File: src/hw/rtl/bst_ram.sv
// bst_ram: generic single-write, single-read memory with registered read data.
// Self-contained; width and depth set by parameters.
module bst_ram #(
    parameter int WIDTH = 8,
    parameter int DEPTH = 256
) (
    input  logic                     clk,
    input  logic                     wr_en,
    input  logic [$clog2(DEPTH)-1:0] wr_addr,
    input  logic [WIDTH-1:0]         wr_data,
    input  logic [$clog2(DEPTH)-1:0] rd_addr,
    output logic [WIDTH-1:0]         rd_data
);

    logic [WIDTH-1:0] mem [DEPTH];

    // write port
    always_ff @(posedge clk)
    begin
        if (wr_en)
        begin
            mem[wr_addr] <= wr_data;
        end
    end

    // registered read port
    always_ff @(posedge clk)
    begin
        rd_data <= mem[rd_addr];
    end

endmodule

File: config.mk
export PLATFORM = sky130hd
export DESIGN_NAME = bst_ram
export DESIGN_NICKNAME = d
export VERILOG_FILES = /design/src/hw/rtl/bst_ram.sv
export SDC_FILE = /design/constraint.sdc
export NUM_CORES = 2
export LEC_CHECK = 0
export ABC_AREA = 0
export ABC_CLOCK_PERIOD_IN_PS = 2009
export BUFFER_PORTS_ARGS = -buffer_cell sky130_fd_sc_hd__clkbuf_2
export CAP_MARGIN = 25
export CORE_AREA = 2 2 461 463
export CTS_CLUSTER_DIAMETER = 40
export DETAILED_ROUTE_END_ITERATION = 10
export DIE_AREA = 0 0 463 465
export PLACE_DENSITY = 0.65
export SLEW_MARGIN = 40
export SYNTH_ARGS = -nofsm -noshare
export SYNTH_HDL_FRONTEND = slang
export SYNTH_SLANG_ARGS = --single-unit
File: constraint.sdc
create_clock -name clk -period 2.01 [get_ports clk]
set_input_delay 0.201 -clock clk [delete_from_list [all_inputs] [get_ports clk]]
set_output_delay 0.201 -clock clk [all_outputs]
set_load 0.05 [all_outputs]
# --- Word-level counts from Yosys, hierarchy flattened ---
# Memories as Yosys holds them, arrays and structs flattened. A register that Yosys moved wholly into a read port is not among the register bits.
# Index checks and enable logic that the tools add are counted.
word_totals:
  in_bits: 26
  wordCells: 3
  ff_bits: 0
  ramBits: 2048
  out_inout_bits: 8
  memories: 1
classes:
  mux: 2
mem_list:
  columns: ["memory", "depth", "word_bits", "rd", "rd_clocked_by_memory_dff", "write_ports", "line_no", "source"]
  rows:
  - ["mem", 256, 8, 1, 1, 1, "15", "logic [WIDTH-1:0] mem [DEPTH];"]
op_table:
  columns: ["operator", "count"]
  rows:
  - ["2-to-1 mux 1 bit", 2]

# --- Longest topological paths before layout ---
logic_depth:
  ltp_word: 2
  mapped_depth: 11

# --- Least setup slack after synthesis ---
# Ideal clock, no wire load.
synth_path:
  path_type: "in2reg"
  startpoint: "input port rd_addr[0]"
  endpoint: "register rd_data[2], read port of mem"
  path_stages: 9
  setup_ns: 0.131
  arrival_ns: 2.008
  path_slack_ns: -0.129
  t_required_ns: 1.879
  path_cell_list: "buf_6 > buf_12 > buf_8 > buf_2 > mux4_2 > a22oi_1 > a21oi_1 > nor4_1 > nor4_2"
synth_lines:
  columns: ["element", "line_no", "source"]
  rows:
  - ["from (decl)", "11", "input logic [$clog2(DEPTH)-1:0] rd_addr,"]
  - ["to (decl)", "12", "output logic [WIDTH-1:0] rd_data"]

==> impl_metrics.toml <==
[finish]
drive_above_1_share_pct = 36.8
fin_util_pct = 46.9
synthToLayoutAreaGrowth_pct = 24.3
nNetsFinal = 4611
n_fill_cell = 17200

[place]
finalWeightedCongestion = 0.875
portBuffers = 33
dp_hpwl_um = 133000

[yosys]
netlist_area_sq_um = 79600
ys.flop_type = "edfxtp_1"
ys_top_cells_by_count = "edfxtp_1, mux4_2, nor2_1, mux2i_1, a22oi_1"
synth_seq_area_share_pct = 77.5
syn_area_per_cell_sq_um = 21.3
synth_cell_types = 55
synth_area_leader_cell = "edfxtp_1"
synth_nets = 3759
ys_ff_latch = 2056
synth_cells = 3733
synth_edf_count = 2048
synth_warnings = 0
async_reset_ff_share_pct = 0
synth.most_common_cell = "edfxtp_1"
netlist_top_cells_area = "edfxtp_1, mux4_2, mux2i_1"
synth_top_area_share_pct = 77.3

[sta]
period_needed_ns = 2.25
whs_ns = 0.0844
hold_viol = 0
max_freq_mhz = 445
tightest_slew_ns = 0.826
finalClockSkew_ns = 0.0676
period_share_pct = 112
slew-limit-headroom_pct = 44.8
rsz0062_at_grt = "yes"
drv_slew = 0
setup_slack_ns = -0.238
setup_violations = 9

[setup_path]
critical_path_required_ns = 2.80
endpoint_kind = "register"
crit_fanout = 1
path_class = "register to register"
critPathLaunchType = "register"
worstPathArrival_ns = 3.04

[status]
status = "finished, violations left"
failed_checks = "negative setup slack"

[die]
coreArea_sq_um = 211000
die_h_um = 465
start_util_pct = 37.7
die_area_sq_um = 215000
die_w_um = 463
ios = 34
row_count = 169

[drt]
drc = 0
viasPerCell = 5.51
firstDrtPassIters = 5
dr_total_vias = 42000
detail-route-antenna-nets = 0
wl_um = 207000
drt_iter0_drc = 5050
wire_per_inst_um = 27.2

[worst_hold_path]
hp-class = "primary input to register"

[clock_tree]
clock_path_buffers = 4
cts_setup_buffers = 0
cts_root_buf = "clkbuf_16"
cts_buffers = 285
cts_sinks = 2056
cts_max_level = 5
clkTransAtPathRegs_ns = 0.06
cts_tree = "yes"
clk_latency_ns = 0.91

[power]
p_leak_nw = 32.4
ir_drop_mv = 1.06
cellPowerDensity_nw_per_um2 = 1030
power.total_mw = 102

[global_routing]
overflow = 0
antenna_found_initial = 15
grt_use_total_pct = 19.1
grt_max_degree = 116
grt_pass1_vias = 42700
grt_pass1_wl_um = 300000

[flow_run]
max-cap-violations = 0
==> state kept, by name, indices dropped and copies added (netlist names) <==
signal,count
rd_data,8
mem,2048
==> kinds of logic after synthesis <==
kind of cell	after synthesis	share of synthesized area (%)
AOI/OAI and AO/OA	385	3.42
buffers and inverters	235	1.83
DFF	2056	77.5
muxes	591	14.6
and+or+nand+nor	466	2.63
==> what timing repair did <==
item	CTS	global route
hold endpoints to repair	1439	0
pin swaps	21	19
hold buffers	13	0
gates resized for setup	56	40
setup endpoints to repair	15	9
==> cell type report <==
class                           instances  area, sq um  share of cell area [%]
Antenna cell                            3         7.51                 0.00759
Clock buffer                          328         7440                    7.53
Sequential cell                      2056        61700                    62.4
Multi-Input combinational cell       1442        17000                    17.2
Inverter                                2         7.51                 0.00759
Timing Repair Buffer                  798         7360                    7.45
Tap cell                             2821         3530                    3.57
Clock inverter                        166         1790                    1.82
==> stage by stage <==
stage / setup slack, ns / instances / setup TNS (ns) / area, sq um
finish: -0.238 / 7616 / -1.22 / 98900
global route: -0.254 / 7614 / -1.49 / 98800
CTS: -0.334 / 7615 / -1.77 / 98600
detailed placement: -1.27 / 7110 / -8.27 / 89000
global placement: -1.28 / 7110 / -8.90 / 89000
floorplan: -0.00983 / 3733 / -0.970 / 79800
==> worst paths after layout <==
check / from / end / slack [ns] / depth (start not counted)
setup / recovery: mem[83][0] / rd_data[0] / -0.24 / 6
hold / removal: wr_en / mem[24][7] / 0.08 / 4
setup reg to reg: mem[83][0] / rd_data[0] / -0.24 / 6
hold reg to reg: mem[32][5] / rd_data[5] / 1.08 / 7
==> critical path: stages, from the launching register on <==
cell      delay, ns
edfxtp_1       0.35
mux4_2         0.52
mux4_2         0.57
nor2b_4        0.17
nor4_4         0.29
buf_4          0.19
nor4_2         0.03
==> layout by cell type, fill, tap and decap left out, drive strengths merged, types with 22 or more instances in the layout <==
master	instances
edfxtp	2048
buf	764
mux4	456
clkbuf	349
nor2	282
mux2i	134
a22oi	133
a21oi	96
clkinv	79
inv	51
o221ai	47
nand3	34
nand2	33
nor2b	31
o22ai	28
nor4	27
bufinv	24
nor3	22
==> metal layers <==
layer | wire length (um) | share of wire [%] | track usage (%) | vias to the layer above
li1 | - | - | - | 17500
met2 | 101000 | 49 | 31.0 | 1973
met5 | 27 | 0.013 | 0 | -
met1 | 82600 | 40 | 26.0 | 22100
met3 | 17000 | 8.2 | 3.38 | 368
met4 | 6830 | 3.3 | 6.68 | 4
==> where the power goes <==
group | internal [mW] | switching (mW)
combinational | 2.22 | 3.18
sequential | 47.3 | 0.119
clock | 30.0 | 18.8
total | 79.5 | 22.1
No activity file was read; power rests on OpenSTA's default activity.
